### src/design/tcpsd_pkg.sv
`timescale 1ns / 1ps
// ----------------------------------------------------------------------------
// tcpsd_pkg
// shared types and constants of the two-class priority server dispatcher
// ----------------------------------------------------------------------------
package tcpsd_pkg;

    localparam int TICK_W = 16;
    localparam int ID_W   = 16;
    localparam int SUM_W  = 32;

    localparam logic [ID_W-1:0]   LANDING_ID_FIRST = 16'd5001;
    localparam logic [ID_W-1:0]   TAKEOFF_ID_FIRST = 16'd1;
    localparam logic [TICK_W-1:0] TICK_FIRST       = 16'd1;

    // result kinds
    localparam logic [1:0] EV_LANDING = 2'd0;
    localparam logic [1:0] EV_TAKEOFF = 2'd1;
    localparam logic [1:0] EV_FREED   = 2'd2;
    localparam logic [1:0] EV_TICK    = 2'd3;

    // register indexes
    localparam logic [1:0] CFG_SERVER_COUNT = 2'd0;
    localparam logic [1:0] CFG_LANDING_TIME = 2'd1;
    localparam logic [1:0] CFG_TAKEOFF_TIME = 2'd2;

    typedef struct packed {
        logic [7:0]  remaining;
        logic [15:0] busy;
    } srv_entry_t;

endpackage

### src/design/tcpsd_queue.sv
`timescale 1ns / 1ps
// ----------------------------------------------------------------------------
// tcpsd_queue
// fifo of arrival ticks in a synchronous memory, with a registered head read
// ----------------------------------------------------------------------------
module tcpsd_queue #(
    parameter int DEPTH = 64
) (
    input  logic                         clk,
    input  logic                         rst_n,
    input  logic                         push,
    input  logic [tcpsd_pkg::TICK_W-1:0] push_data,
    input  logic                         pop,
    input  logic                         rd_en,
    output logic [tcpsd_pkg::TICK_W-1:0] rd_data,
    output logic [$clog2(DEPTH+1)-1:0]   count,
    output logic                         full
);
    import tcpsd_pkg::*;

    localparam int AW = (DEPTH > 1) ? $clog2(DEPTH) : 1;
    localparam int CW = $clog2(DEPTH + 1);

    logic [TICK_W-1:0] mem [DEPTH];
    logic [TICK_W-1:0] rd_data_reg;
    logic [AW-1:0]     head_reg;
    logic [AW-1:0]     head_next;
    logic [CW-1:0]     count_reg;
    logic [AW:0]       tail_sum;
    logic [AW-1:0]     tail;

    assign tail_sum  = (AW+1)'(head_reg) + (AW+1)'(count_reg);
    assign tail      = (tail_sum >= (AW+1)'(DEPTH)) ? AW'(tail_sum - (AW+1)'(DEPTH))
                                                    : AW'(tail_sum);
    assign head_next = (head_reg == AW'(DEPTH - 1)) ? '0 : head_reg + 1'b1;
    assign full      = (count_reg == CW'(DEPTH));
    assign count     = count_reg;
    assign rd_data   = rd_data_reg;

    always_ff @(posedge clk)
    begin
        if (push)
        begin
            mem[tail] <= push_data;
        end
        if (rd_en)
        begin
            rd_data_reg <= mem[head_reg];
        end
    end

    always_ff @(posedge clk or negedge rst_n)
    begin
        if (!rst_n)
        begin
            head_reg  <= '0;
            count_reg <= '0;
        end
        else if (push)
        begin
            count_reg <= count_reg + 1'b1;
        end
        else if (pop)
        begin
            head_reg  <= head_next;
            count_reg <= count_reg - 1'b1;
        end
    end

endmodule

### src/design/tcpsd_srv.sv
`timescale 1ns / 1ps
// ----------------------------------------------------------------------------
// tcpsd_srv
// server state table: remaining and busy totals in a synchronous memory
// ----------------------------------------------------------------------------
module tcpsd_srv #(
    parameter int NS = 8
) (
    input  logic                                  clk,
    input  logic                                  rst_n,
    input  logic                                  rd_en,
    input  logic [((NS > 1) ? $clog2(NS) : 1)-1:0] rd_idx,
    output tcpsd_pkg::srv_entry_t                 rd_entry,
    input  logic                                  wr_en,
    input  logic [((NS > 1) ? $clog2(NS) : 1)-1:0] wr_idx,
    input  tcpsd_pkg::srv_entry_t                 wr_entry
);
    import tcpsd_pkg::*;

    srv_entry_t        mem [NS];
    srv_entry_t        rd_data_reg;
    logic              rd_vld_reg;
    logic [NS-1:0]     vld_reg;

    // entries never written read as zero
    assign rd_entry = rd_vld_reg ? rd_data_reg : '0;

    always_ff @(posedge clk)
    begin
        if (wr_en)
        begin
            mem[wr_idx] <= wr_entry;
        end
        if (rd_en)
        begin
            rd_data_reg <= mem[rd_idx];
        end
    end

    always_ff @(posedge clk or negedge rst_n)
    begin
        if (!rst_n)
        begin
            vld_reg    <= '0;
            rd_vld_reg <= 1'b0;
        end
        else
        begin
            if (wr_en)
            begin
                vld_reg[wr_idx] <= 1'b1;
            end
            if (rd_en)
            begin
                rd_vld_reg <= vld_reg[rd_idx];
            end
        end
    end

endmodule

### src/design/two_class_priority_server_dispatch.sv
`timescale 1ns / 1ps
// ----------------------------------------------------------------------------
// two_class_priority_server_dispatch
// strict-priority two-queue dispatcher over a set of servers, one tick a word
// ----------------------------------------------------------------------------
//  channel   handshake                 payload
//  item      item_valid / item_stall   landing_arrivals, takeoff_arrivals,
//                                      arrivals_ended
//  result    result_valid/result_stall event_kind ... last, one word per event
//  config    cfg_valid / cfg_ready     cfg_index, cfg_data
//
//  one tick runs from its accepting cycle through one enqueue step per arrival
//  taken in (dropped ones included) and a closing enqueue step, two passes over
//  the server table memory (a read step and an examine step per server in use,
//  and a closing step each) and the tick-end step, plus any wait of a result
//  word on result_stall
//  item_stall is high from acceptance until the tick-end word is registered
//  reset empties both queues and marks every server entry as zero; no
//  clearing pass is needed
//  a stalled result word holds in the output register until taken
// ----------------------------------------------------------------------------
module two_class_priority_server_dispatch #(
    parameter int MAX_SERVERS = 8,
    parameter int QUEUE_DEPTH = 64
) (
    input  logic        clk,
    input  logic        rst_n,
    input  logic        item_valid,
    output logic        item_stall,
    input  logic [3:0]  landing_arrivals,
    input  logic [3:0]  takeoff_arrivals,
    input  logic        arrivals_ended,
    output logic        result_valid,
    input  logic        result_stall,
    output logic [1:0]  event_kind,
    output logic [15:0] job_id,
    output logic [3:0]  server_number,
    output logic [15:0] tick_value,
    output logic [15:0] server_busy_total,
    output logic [31:0] landing_wait_sum,
    output logic [31:0] takeoff_wait_sum,
    output logic        queue_overflow,
    output logic        sim_done,
    output logic        last,
    input  logic        cfg_valid,
    output logic        cfg_ready,
    input  logic [1:0]  cfg_index,
    input  logic [7:0]  cfg_data
);
    import tcpsd_pkg::*;

    localparam int SW  = (MAX_SERVERS > 1) ? $clog2(MAX_SERVERS) : 1;
    localparam int NW  = SW + 1;
    localparam int QCW = $clog2(QUEUE_DEPTH + 1);

    // sequencer states
    localparam logic [2:0] S_IDLE = 3'd0;
    localparam logic [2:0] S_ENQ  = 3'd1;
    localparam logic [2:0] S_ARD  = 3'd2;
    localparam logic [2:0] S_AEX  = 3'd3;
    localparam logic [2:0] S_CRD  = 3'd4;
    localparam logic [2:0] S_CEX  = 3'd5;
    localparam logic [2:0] S_END  = 3'd6;

    logic [2:0]        state_reg, state_next;
    logic [3:0]        srv_count_reg;
    logic [7:0]        land_time_reg, take_time_reg;
    logic [3:0]        la_left_reg, la_left_next;
    logic [3:0]        ta_left_reg, ta_left_next;
    logic              ended_reg, ended_next;
    logic              ovf_reg, ovf_next;
    logic              all_free_reg, all_free_next;
    logic [NW-1:0]     idx_reg, idx_next;
    logic [15:0]       tick_reg, tick_next;
    logic [15:0]       land_id_reg, land_id_next;
    logic [15:0]       take_id_reg, take_id_next;
    logic [31:0]       land_wait_reg, land_wait_next;
    logic [31:0]       take_wait_reg, take_wait_next;
    logic [NW-1:0]     n_eff;
    logic              out_free;
    logic              emit;

    // output word register
    logic              rv_reg;
    logic [1:0]        kind_reg, kind_next;
    logic [15:0]       job_reg, job_next;
    logic [3:0]        snum_reg, snum_next;
    logic [15:0]       busy_reg, busy_next;
    logic              done_reg, done_next;
    logic              last_reg, last_next;

    // queue and table ports
    logic              lq_push, lq_pop, tq_push, tq_pop, q_rd;
    logic [15:0]       lq_data, tq_data;
    logic [QCW-1:0]    lq_count, tq_count;
    logic              lq_full, tq_full;
    logic              srv_rd, srv_wr;
    srv_entry_t        srv_rd_entry, srv_wr_entry;
    logic [7:0]        rem_dec;

    tcpsd_queue #(.DEPTH(QUEUE_DEPTH)) u_lq (
        .clk(clk), .rst_n(rst_n), .push(lq_push), .push_data(tick_reg), .pop(lq_pop),
        .rd_en(q_rd), .rd_data(lq_data), .count(lq_count), .full(lq_full)
    );

    tcpsd_queue #(.DEPTH(QUEUE_DEPTH)) u_tq (
        .clk(clk), .rst_n(rst_n), .push(tq_push), .push_data(tick_reg), .pop(tq_pop),
        .rd_en(q_rd), .rd_data(tq_data), .count(tq_count), .full(tq_full)
    );

    tcpsd_srv #(.NS(MAX_SERVERS)) u_srv (
        .clk(clk), .rst_n(rst_n),
        .rd_en(srv_rd), .rd_idx(idx_reg[SW-1:0]), .rd_entry(srv_rd_entry),
        .wr_en(srv_wr), .wr_idx(idx_reg[SW-1:0]), .wr_entry(srv_wr_entry)
    );

    // count above the build limit saturates
    assign n_eff = (32'(srv_count_reg) > MAX_SERVERS) ? NW'(MAX_SERVERS)
                                                      : NW'(srv_count_reg);
    assign out_free   = !rv_reg || !result_stall;
    assign item_stall = (state_reg != S_IDLE);
    assign cfg_ready  = 1'b1;
    assign rem_dec    = srv_rd_entry.remaining - 8'd1;

    always_comb
    begin
        state_next     = state_reg;
        la_left_next   = la_left_reg;
        ta_left_next   = ta_left_reg;
        ended_next     = ended_reg;
        ovf_next       = ovf_reg;
        all_free_next  = all_free_reg;
        idx_next       = idx_reg;
        tick_next      = tick_reg;
        land_id_next   = land_id_reg;
        take_id_next   = take_id_reg;
        land_wait_next = land_wait_reg;
        take_wait_next = take_wait_reg;
        kind_next      = kind_reg;
        job_next       = job_reg;
        snum_next      = snum_reg;
        busy_next      = busy_reg;
        done_next      = 1'b0;
        last_next      = 1'b0;
        emit           = 1'b0;
        lq_push        = 1'b0;
        tq_push        = 1'b0;
        lq_pop         = 1'b0;
        tq_pop         = 1'b0;
        q_rd           = 1'b0;
        srv_rd         = 1'b0;
        srv_wr         = 1'b0;
        srv_wr_entry   = srv_rd_entry;

        case (state_reg)
            S_IDLE:
            begin
                if (item_valid)
                begin
                    ended_next    = ended_reg | arrivals_ended;
                    la_left_next  = ended_next ? 4'd0 : landing_arrivals;
                    ta_left_next  = ended_next ? 4'd0 : takeoff_arrivals;
                    ovf_next      = 1'b0;
                    all_free_next = 1'b1;
                    state_next    = S_ENQ;
                end
            end
            S_ENQ:
            begin
                // one arrival a cycle, landings first
                if (la_left_reg != 4'd0)
                begin
                    la_left_next = la_left_reg - 4'd1;
                    if (lq_full)
                    begin
                        ovf_next = 1'b1;
                    end
                    else
                    begin
                        lq_push      = 1'b1;
                        land_id_next = land_id_reg + 16'd1;
                    end
                end
                else if (ta_left_reg != 4'd0)
                begin
                    ta_left_next = ta_left_reg - 4'd1;
                    if (tq_full)
                    begin
                        ovf_next = 1'b1;
                    end
                    else
                    begin
                        tq_push      = 1'b1;
                        take_id_next = take_id_reg + 16'd1;
                    end
                end
                else
                begin
                    idx_next   = '0;
                    state_next = S_ARD;
                end
            end
            S_ARD:
            begin
                if (idx_reg == n_eff)
                begin
                    idx_next   = '0;
                    state_next = S_CRD;
                end
                else
                begin
                    srv_rd     = 1'b1;
                    q_rd       = 1'b1;
                    state_next = S_AEX;
                end
            end
            S_AEX:
            begin
                if (srv_rd_entry.remaining != 8'd0 ||
                    (lq_count == '0 && tq_count == '0))
                begin
                    idx_next   = idx_reg + 1'b1;
                    state_next = S_ARD;
                end
                else if (out_free)
                begin
                    emit      = 1'b1;
                    srv_wr    = 1'b1;
                    snum_next = 4'(idx_reg + 1'b1);
                    if (lq_count != '0)
                    begin
                        lq_pop                 = 1'b1;
                        srv_wr_entry.remaining = land_time_reg;
                        srv_wr_entry.busy      = srv_rd_entry.busy + 16'(land_time_reg);
                        land_wait_next         = land_wait_reg + 32'(16'(tick_reg - lq_data));
                        kind_next              = EV_LANDING;
                        job_next               = land_id_reg - 16'(lq_count);
                    end
                    else
                    begin
                        tq_pop                 = 1'b1;
                        srv_wr_entry.remaining = take_time_reg;
                        srv_wr_entry.busy      = srv_rd_entry.busy + 16'(take_time_reg);
                        take_wait_next         = take_wait_reg + 32'(16'(tick_reg - tq_data));
                        kind_next              = EV_TAKEOFF;
                        job_next               = take_id_reg - 16'(tq_count);
                    end
                    busy_next  = srv_wr_entry.busy;
                    idx_next   = idx_reg + 1'b1;
                    state_next = S_ARD;
                end
            end
            S_CRD:
            begin
                if (idx_reg == n_eff)
                begin
                    state_next = S_END;
                end
                else
                begin
                    srv_rd     = 1'b1;
                    state_next = S_CEX;
                end
            end
            S_CEX:
            begin
                srv_wr_entry.remaining = rem_dec;
                if (srv_rd_entry.remaining == 8'd0)
                begin
                    idx_next   = idx_reg + 1'b1;
                    state_next = S_CRD;
                end
                else if (rem_dec != 8'd0)
                begin
                    srv_wr        = 1'b1;
                    all_free_next = 1'b0;
                    idx_next      = idx_reg + 1'b1;
                    state_next    = S_CRD;
                end
                else if (out_free)
                begin
                    srv_wr     = 1'b1;
                    emit       = 1'b1;
                    kind_next  = EV_FREED;
                    job_next   = '0;
                    snum_next  = 4'(idx_reg + 1'b1);
                    busy_next  = srv_rd_entry.busy;
                    idx_next   = idx_reg + 1'b1;
                    state_next = S_CRD;
                end
            end
            S_END:
            begin
                if (out_free)
                begin
                    emit       = 1'b1;
                    kind_next  = EV_TICK;
                    job_next   = '0;
                    snum_next  = '0;
                    busy_next  = '0;
                    done_next  = ended_reg && lq_count == '0 && tq_count == '0 && all_free_reg;
                    last_next  = 1'b1;
                    state_next = S_IDLE;
                end
            end
            default:
            begin
                state_next = S_IDLE;
            end
        endcase
    end

    // control and running state
    always_ff @(posedge clk or negedge rst_n)
    begin
        if (!rst_n)
        begin
            state_reg     <= S_IDLE;
            srv_count_reg <= 4'd1;
            land_time_reg <= 8'd1;
            take_time_reg <= 8'd1;
            la_left_reg   <= '0;
            ta_left_reg   <= '0;
            ended_reg     <= 1'b0;
            ovf_reg       <= 1'b0;
            all_free_reg  <= 1'b1;
            idx_reg       <= '0;
            tick_reg      <= TICK_FIRST;
            land_id_reg   <= LANDING_ID_FIRST;
            take_id_reg   <= TAKEOFF_ID_FIRST;
            land_wait_reg <= '0;
            take_wait_reg <= '0;
            rv_reg        <= 1'b0;
        end
        else
        begin
            state_reg     <= state_next;
            la_left_reg   <= la_left_next;
            ta_left_reg   <= ta_left_next;
            ended_reg     <= ended_next;
            ovf_reg       <= ovf_next;
            all_free_reg  <= all_free_next;
            idx_reg       <= idx_next;
            land_id_reg   <= land_id_next;
            take_id_reg   <= take_id_next;
            land_wait_reg <= land_wait_next;
            take_wait_reg <= take_wait_next;
            // tick advances once the tick-end word is registered
            tick_reg      <= (emit && last_next) ? tick_reg + 16'd1 : tick_next;
            if (emit)
            begin
                rv_reg <= 1'b1;
            end
            else if (!result_stall)
            begin
                rv_reg <= 1'b0;
            end
            if (cfg_valid && cfg_ready)
            begin
                case (cfg_index)
                    CFG_SERVER_COUNT: srv_count_reg <= cfg_data[3:0];
                    CFG_LANDING_TIME: land_time_reg <= cfg_data;
                    CFG_TAKEOFF_TIME: take_time_reg <= cfg_data;
                    default:          ;
                endcase
            end
        end
    end

    // output word payload
    logic [15:0] otick_reg;
    logic [31:0] olw_reg, otw_reg;
    logic        oovf_reg;

    always_ff @(posedge clk)
    begin
        if (emit)
        begin
            kind_reg  <= kind_next;
            job_reg   <= job_next;
            snum_reg  <= snum_next;
            busy_reg  <= busy_next;
            done_reg  <= done_next;
            last_reg  <= last_next;
            otick_reg <= tick_reg;
            olw_reg   <= land_wait_next;
            otw_reg   <= take_wait_next;
            oovf_reg  <= ovf_reg;
        end
    end

    assign result_valid      = rv_reg;
    assign event_kind        = kind_reg;
    assign job_id            = job_reg;
    assign server_number     = snum_reg;
    assign tick_value        = otick_reg;
    assign server_busy_total = busy_reg;
    assign landing_wait_sum  = olw_reg;
    assign takeoff_wait_sum  = otw_reg;
    assign queue_overflow    = oovf_reg;
    assign sim_done          = done_reg;
    assign last              = last_reg;

    a_lq_bound: assert property (@(posedge clk) disable iff (!rst_n)
        32'(lq_count) <= QUEUE_DEPTH)
        else $error("landing queue count beyond depth");

    a_tq_bound: assert property (@(posedge clk) disable iff (!rst_n)
        32'(tq_count) <= QUEUE_DEPTH)
        else $error("takeoff queue count beyond depth");

    a_item_starts: assert property (@(posedge clk) disable iff (!rst_n)
        (item_valid && !item_stall) |=> (state_reg == S_ENQ))
        else $error("accepted tick did not start enqueue");

    a_tick_end: assert property (@(posedge clk) disable iff (!rst_n)
        (state_reg == S_END && out_free) |=> (rv_reg && last_reg && state_reg == S_IDLE))
        else $error("tick end word not registered");

    a_done_last: assert property (@(posedge clk) disable iff (!rst_n)
        (rv_reg && done_reg) |-> last_reg)
        else $error("done flag outside tick end");

endmodule
### config.mk
export PLATFORM = sky130hd
export DESIGN_NAME = two_class_priority_server_dispatch
export DESIGN_NICKNAME = d
export VERILOG_FILES = /design/src/design/tcpsd_pkg.sv /design/src/design/tcpsd_queue.sv /design/src/design/tcpsd_srv.sv /design/src/design/two_class_priority_server_dispatch.sv
export SDC_FILE = /design/constraint.sdc
export NUM_CORES = 2
export LEC_CHECK = 0
export ABC_AREA = 1
export BUFFER_PORTS_ARGS = -buffer_cell sky130_fd_sc_hd__buf_2
export CAP_MARGIN = 40
export CORE_MARGIN = 4
export CORE_UTILIZATION = 26
export CTS_BUF_LIST = sky130_fd_sc_hd__clkbuf_8 sky130_fd_sc_hd__clkbuf_16
export DETAILED_ROUTE_END_ITERATION = 16
export GPL_TIMING_DRIVEN = 0
export PLACE_DENSITY_LB_ADDON = 0.25
export REMOVE_ABC_BUFFERS = 1
export SLEW_MARGIN = 15
export SYNTH_ARGS = -nofsm -noshare
export SYNTH_HDL_FRONTEND = slang
export SYNTH_SLANG_ARGS = --single-unit
### constraint.sdc
create_clock -name clk -period 11 [get_ports clk]
set_input_delay 1.1 -clock clk [delete_from_list [all_inputs] [get_ports clk]]
set_output_delay 1.1 -clock clk [all_outputs]
set_load 0.02 [all_outputs]
## Yosys cells after proc, flatten, opt, wreduce, memory -nomap -nowiden

Memories as Yosys holds them, arrays and structs flattened. A register that Yosys moved wholly into a read port is not among the register bits.
Cells that the tools add are included.

- $add $sub $neg: 25
- $lt $le $gt $ge: 5
- Equality and inequality tests: 32
- Reduce and logical (&&, ||, !) cells: 46
- Mux-type cells: 130
- Bitwise gates (word level): 7

Operators with widths:

| operator | count |
|---|---|
| $mux 32 | 8 |
| $mux 16 | 14 |
| $mux 24 | 4 |
| $pmux 16 s3 | 2 |
| $mux 4 | 20 |
| $add 32x16->32 | 2 |
| $add 16x1->16 const B | 3 |
| $mux 1 | 44 |
| $add 16x8->16 | 2 |
| $sub 16x16->16 | 2 |
| $sub 16x7->16 | 2 |
| $mux 3 | 10 |
| $mux 7 | 4 |
| $ne 2x2->1 const B | 13 |
| $mux 6 | 4 |
| $pmux 3 s7 | 1 |
| $reduce_and 6->1 | 3 |
| $pmux 4 s2 | 2 |
| $pmux 4 s4 | 1 |
| $pmux 8 s2 | 1 |
| $reduce_and 4->1 | 4 |
| $reduce_bool 8->1 | 2 |
| $add 6x7->7 | 2 |
| $add 7x1->7 const B | 2 |
| 47 further kinds | 93 |

- Register bits after elaboration: 307
- RAM bits: 2240
- Output and inout port bits: 124
- Logic and storage cells: 280
- Memories: 3
- Input bits: 24

Memory list:

| name | depth | bits a word | rd ports | clocked after Yosys merged registers in | write ports | line | source |
|---|---|---|---|---|---|---|---|
| u_lq.mem | 64 | 16 | 1 | 1 | 1 | tcpsd_queue.sv:24 | `logic [TICK_W-1:0] mem [DEPTH];` |
| u_tq.mem | 64 | 16 | 1 | 1 | 1 | tcpsd_queue.sv:24 |  |
| u_srv.mem | 8 | 24 | 1 | 1 | 1 | tcpsd_srv.sv:20 | `srv_entry_t mem [NS];` |

## Logic depth before layout (Yosys ltp)

- Depth in word-level cells: 8
- Depth in mapped cells: 25
- Gate-level depth less buffers: 25

## By module

Synthesis repeated with hierarchy kept, for this count alone.

- Cells, all modules: 11223
- Area total of the unflattened synthesis: 115589.6 um^2

By module, submodules not included:

| module | sequential area each (um^2) | area an instance (um^2) | instances | cells each |
|---|---|---|---|---|
| tcpsd_queue (u_tq) | 31555.3 | 44961.9 | 1 | 4233 |
| tcpsd_queue (u_lq) | 31555.3 | 44775.4 | 1 | 4220 |
| two_class_priority_server_dispatch | 7427.1 | 17028.8 | 1 | 2068 |
| tcpsd_srv | 6711.4 | 8823.5 | 1 | 702 |

## Least setup slack after synthesis

No wires, ideal clock.

- Kind: input-to-reg
- From: in result_stall
- To: reg olw_reg[0], in the netlist landing_wait_sum[0], enable pin
- Buffers on the path: 1
- Required time: 10.361 ns
- Slack: 2.814 ns
- Cell stages on the path: 4
- Arrival: 7.547 ns
- Cells stage by stage: nand2_1 -> inv_2 -> clkbuf_1 -> o21ai_0

- Longest elaborated chain between the ends: 6
- Elaborated cells on any way between the ends: 7
- Those cells by class: 5 x mux; 2 x reduce/logical

Ends and longest elaborated chain:

| element | line | source |
|---|---|---|
| from (decl) | two_class_priority_server_dispatch.sv:34 | `input logic result_stall,` |
| $logic_not 1->1 * | -- |  |
| $logic_or 1x1->1 * | two_class_priority_server_dispatch.sv:120 | `assign out_free = !rv_reg \|\| !result_stall;` |
| $mux 1 * | two_class_priority_server_dispatch.sv:225, two_class_priority_server_dispatch.sv:280, two_class_priority_server_dispatch.sv:294 |  |
| $mux 1 | two_class_priority_server_dispatch.sv:273 | `else if (rem_dec != 8'd0)` |
| $mux 1 | two_class_priority_server_dispatch.sv:268 | `if (srv_rd_entry.remaining == 8'd0)` |
| $pmux 1 s3 * | two_class_priority_server_dispatch.sv:155 | `case (state_reg)` |
| named net emit | two_class_priority_server_dispatch.sv:81 | `logic emit;` |
| to (signal assigned) | two_class_priority_server_dispatch.sv:386 | `olw_reg <= land_wait_next;` |
| to (decl) | two_class_priority_server_dispatch.sv:372 | `logic [31:0] olw_reg, otw_reg;` |

Mark *: on every way through the listed nets, which the timed path passes. The rest lies on a longest branch.
A chain may end at the register's enable or synchronous reset.

## Final worst setup path

- From: reg tick_reg[0], in the netlist tick_next[0]
- To: reg olw_reg[27], in the netlist landing_wait_sum[27] (data pin)

- Longest elaborated chain between the ends: 6

Ends and longest elaborated chain:

| element | line | source |
|---|---|---|
| from (decl) | two_class_priority_server_dispatch.sv:74 | `logic [15:0] tick_reg, tick_next;` |
| from (signal assigned) | two_class_priority_server_dispatch.sv:349 | `tick_reg <= (emit && last_next) ? tick_reg + 16'd1 : tick_next;` |
| $sub 16x16->16 | two_class_priority_server_dispatch.sv:235 | `land_wait_next = land_wait_reg + 32'(16'(tick_reg - lq_data));` |
| $add 32x16->32 | two_class_priority_server_dispatch.sv:235 |  |
| $mux 32 | two_class_priority_server_dispatch.sv:230 | `if (lq_count != '0)` |
| $mux 32 | two_class_priority_server_dispatch.sv:225 | `else if (out_free)` |
| $mux 32 | two_class_priority_server_dispatch.sv:219 | `if (srv_rd_entry.remaining != 8'd0 \|\|` |
| $mux 32 | two_class_priority_server_dispatch.sv:155 |  |
| named net land_wait_next[27] | two_class_priority_server_dispatch.sv:77 | `logic [31:0] land_wait_reg, land_wait_next;` |

The timed path passes the listed nets, and every way through them passes these cells.

==> results.tsv <==
metric	value	unit
post_cts_resize_count	0	
reg_top3	u_lq.mem: 1024 flops, u_tq.mem: 1024 flops, u_srv.mem: 192 flops	
cts_root_buffer	clkbuf_16	
grt_max_degree	136	
p_int	20.2	mW
place_ws	5840	ps
finalSetupViolCount	0	
drc	0	
post-route-period-util	45.8	%
vias_per_cell	4.80	
drive_above_1_share	11.2	%
cp_data_required_time	11620	ps
ys_types	57	
reg2reg_depth	25	
die_area	0.429	mm2
tritoncts	done	
finalHoldViolCount	0	
whs	102	ps
die_w	655	um
drv_cap	0	
clkPwrFrac	29.8	%
clock_skew	46.7	ps
synthFlopType	edfxtp_1	
fin_crit	5030	ps
antenna_found_initial	12	
cp-end-kind	flop	
place.gp.congestion	0.834	
h-tree-depth	5	
rsz0062_at_grt	false	
cellPowerDensity	242	mW/mm2
io_buffers	146	
drt-initial-drc-count	7012	
dr.pass1.iters	6	
syn_area_per_cell	12.0	um2
cts_made_buffers	275	
grt_pass1_vias	70000	
core	0.417	mm2
seq_power_share	40.7	%
fmax	0.199	GHz
worstMarginPinSlew	1020	ps
die_h	655	um
synth_edf_count	2417	
slew-limit-headroom	31.3	%
clock_latency	870	ps
r2r-start	tick_next[0]$_DFFE_PN1P_	
p_sw	11.0	mW
num_rows	237	
path_clk_slew	70	ps
tns	0	ps
final_cell_mix	edfxtp_1, nor2_1, o21ai_0	
grt_pass1_wl	473000	um
swShare	35.1	%
start_util	26.1	%
critPathLaunchType	flop	
p_leak	45.9	nW
antenna_left	0	
globalRouteTotalUtil	14.6	%
final_common_cell	edfxtp_1	
r2r-end	landing_wait_sum[27]$_DFFE_PN_	
gr-total-overflow	0	
num_vias	71800	
final_nets	9412	
critical_path_class	flop to flop	
ys_seq_elements	2603	
clkSinkCount	2603	
detail_route.wl_per_cell	21.5	um
async_flop_share	7.15	%
ys_seq_area_share	71.0	%
post_dp_cell_area	0.120	mm2
outcome	completed	
wl	322000	um
synthesis.area	0.109	mm2
ios	148	
startpoint	tick_next[0]$_DFFE_PN1P_	
worst_slack	5970	ps
arrival	5650	ps
rrSetupSlack	5970	ps
combPwrFrac	29.4	%
stdcell_area	0.129	mm2
cts_hold_buf	0	
critPathMaxFanout	46	
postCtsSetupBuffers	0	
syn2layout_area_growth	18.3	%
fin_util	30.9	%
yosysWarnings	0	
vdd_ir_drop_max	0.160	mV
slew_violations	0	
synthCells	9055	
clock_tree.buffer_depth	4	
hp-class	primary input to async pin	
dpl.hpwl	206000	um
-- layout make-up --
cell class	count	area [um2]
Antenna cell	5	12.5
Clock buffer	298	7360
Clock inverter	187	1620
Fill cell	41500	288000
Inverter	404	1570
Multi-Input combinational cell	5570	28500
Sequential cell	2603	77300
Tap cell	5497	6880
Timing Repair Buffer	403	5500
-- layer usage --
layer / routed length (um) / global-route usage, % / vias to the layer above / share of wire [%]
met2: 149000 / 23.5 / 2184 / 46
met3: 19700 / 2.16 / 437 / 6.1
li1: - / - / 33100 / -
met1: 145000 / 20.3 / 36100 / 45
met4: 8310 / 3.90 / 0 / 2.6
met5: 0 / 0 / - / 0
-- how the worst max path moves through the flow --
stage	to	slack [ps]
2_1_floorplan	u_lq.rd_data[10]$_DFFE_PP_	-6760
3_3_place_gp	u_tq.rd_data[14]$_DFFE_PP_	-32410
3_5_place_dp	landing_wait_sum[29]$_DFFE_PN_	5840
4_1_cts	landing_wait_sum[29]$_DFFE_PN_	5860
5_1_grt	landing_wait_sum[27]$_DFFE_PN_	5440
6_report	landing_wait_sum[27]$_DFFE_PN_	5970
-- cells in the mapped netlist (all sizes together), types with 43 or more instances --
library cell,number,area (um2)
nor3,43,220
a21oi,182,915
ha,120,1500
inv,396,1490
o21ai,1217,6100
nand2,983,3720
nor2,1614,6170
xnor2,49,429
edfxtp,2417,72600
nand3,442,2220
clkbuf,349,1310
o211ai,247,1850
buf,129,668
o22ai,264,1650
xor2,113,990
dfrtp,174,4350
nand4,92,597
-- power groups by stage --
stage | registers, mW | logic [mW] | clock network [mW]
5_1_grt | 12.8 | 10.1 | 9.96
3_5_place_dp | 12.9 | 9.16 | 0
4_1_cts | 12.7 | 9.20 | 9.56
3_3_place_gp | 14.0 | 8.08 | 0
6_report | 12.7 | 9.19 | 9.31
2_1_floorplan | 13.1 | 5.29 | 0
-- per-stage QoR --
stage	total power, mW	instances
3_3_place_gp	22.1	14200
3_5_place_dp	22.1	14500
6_report	31.2	15000
2_1_floorplan	18.4	8577
5_1_grt	32.8	15000
4_1_cts	31.5	15000
-- cell families after synthesis --
logic type	count (synthesis)	share of synthesized area, %
multiplexers	5	0.0460
flip-flops	2603	71.0
AO/OA/AOI/OAI	2048	10.7
AND/OR/NAND/NOR	3223	12.2
other	1	0.00345
XOR/XNOR	162	1.30
adder cells (fa/ha/maj)	131	1.58
buffers and inverters	882	3.21
-- worst max-delay path, stage by stage (launching register included) --
cell     delay, ps
dfstp_4        930
buf_16         270
inv_1          150
ha_1           270
fa_1           430
inv_1           70
nand3_1         60
nand2_1        150
nand2_1         70
nand2_1         50
o21ai_0        150
o21ai_0        340
nand2_1         90
nand2_1         80
xor2_1         190
ha_1           310
a21oi_1        260
o21ai_0        180
inv_1          100
nand2_1         50
nand2_1         60
nand3_1        170
nand2_2        160
nor2_1          50
nand2_1         50
nand2_1         70
(Power assumes the default switching activity.)
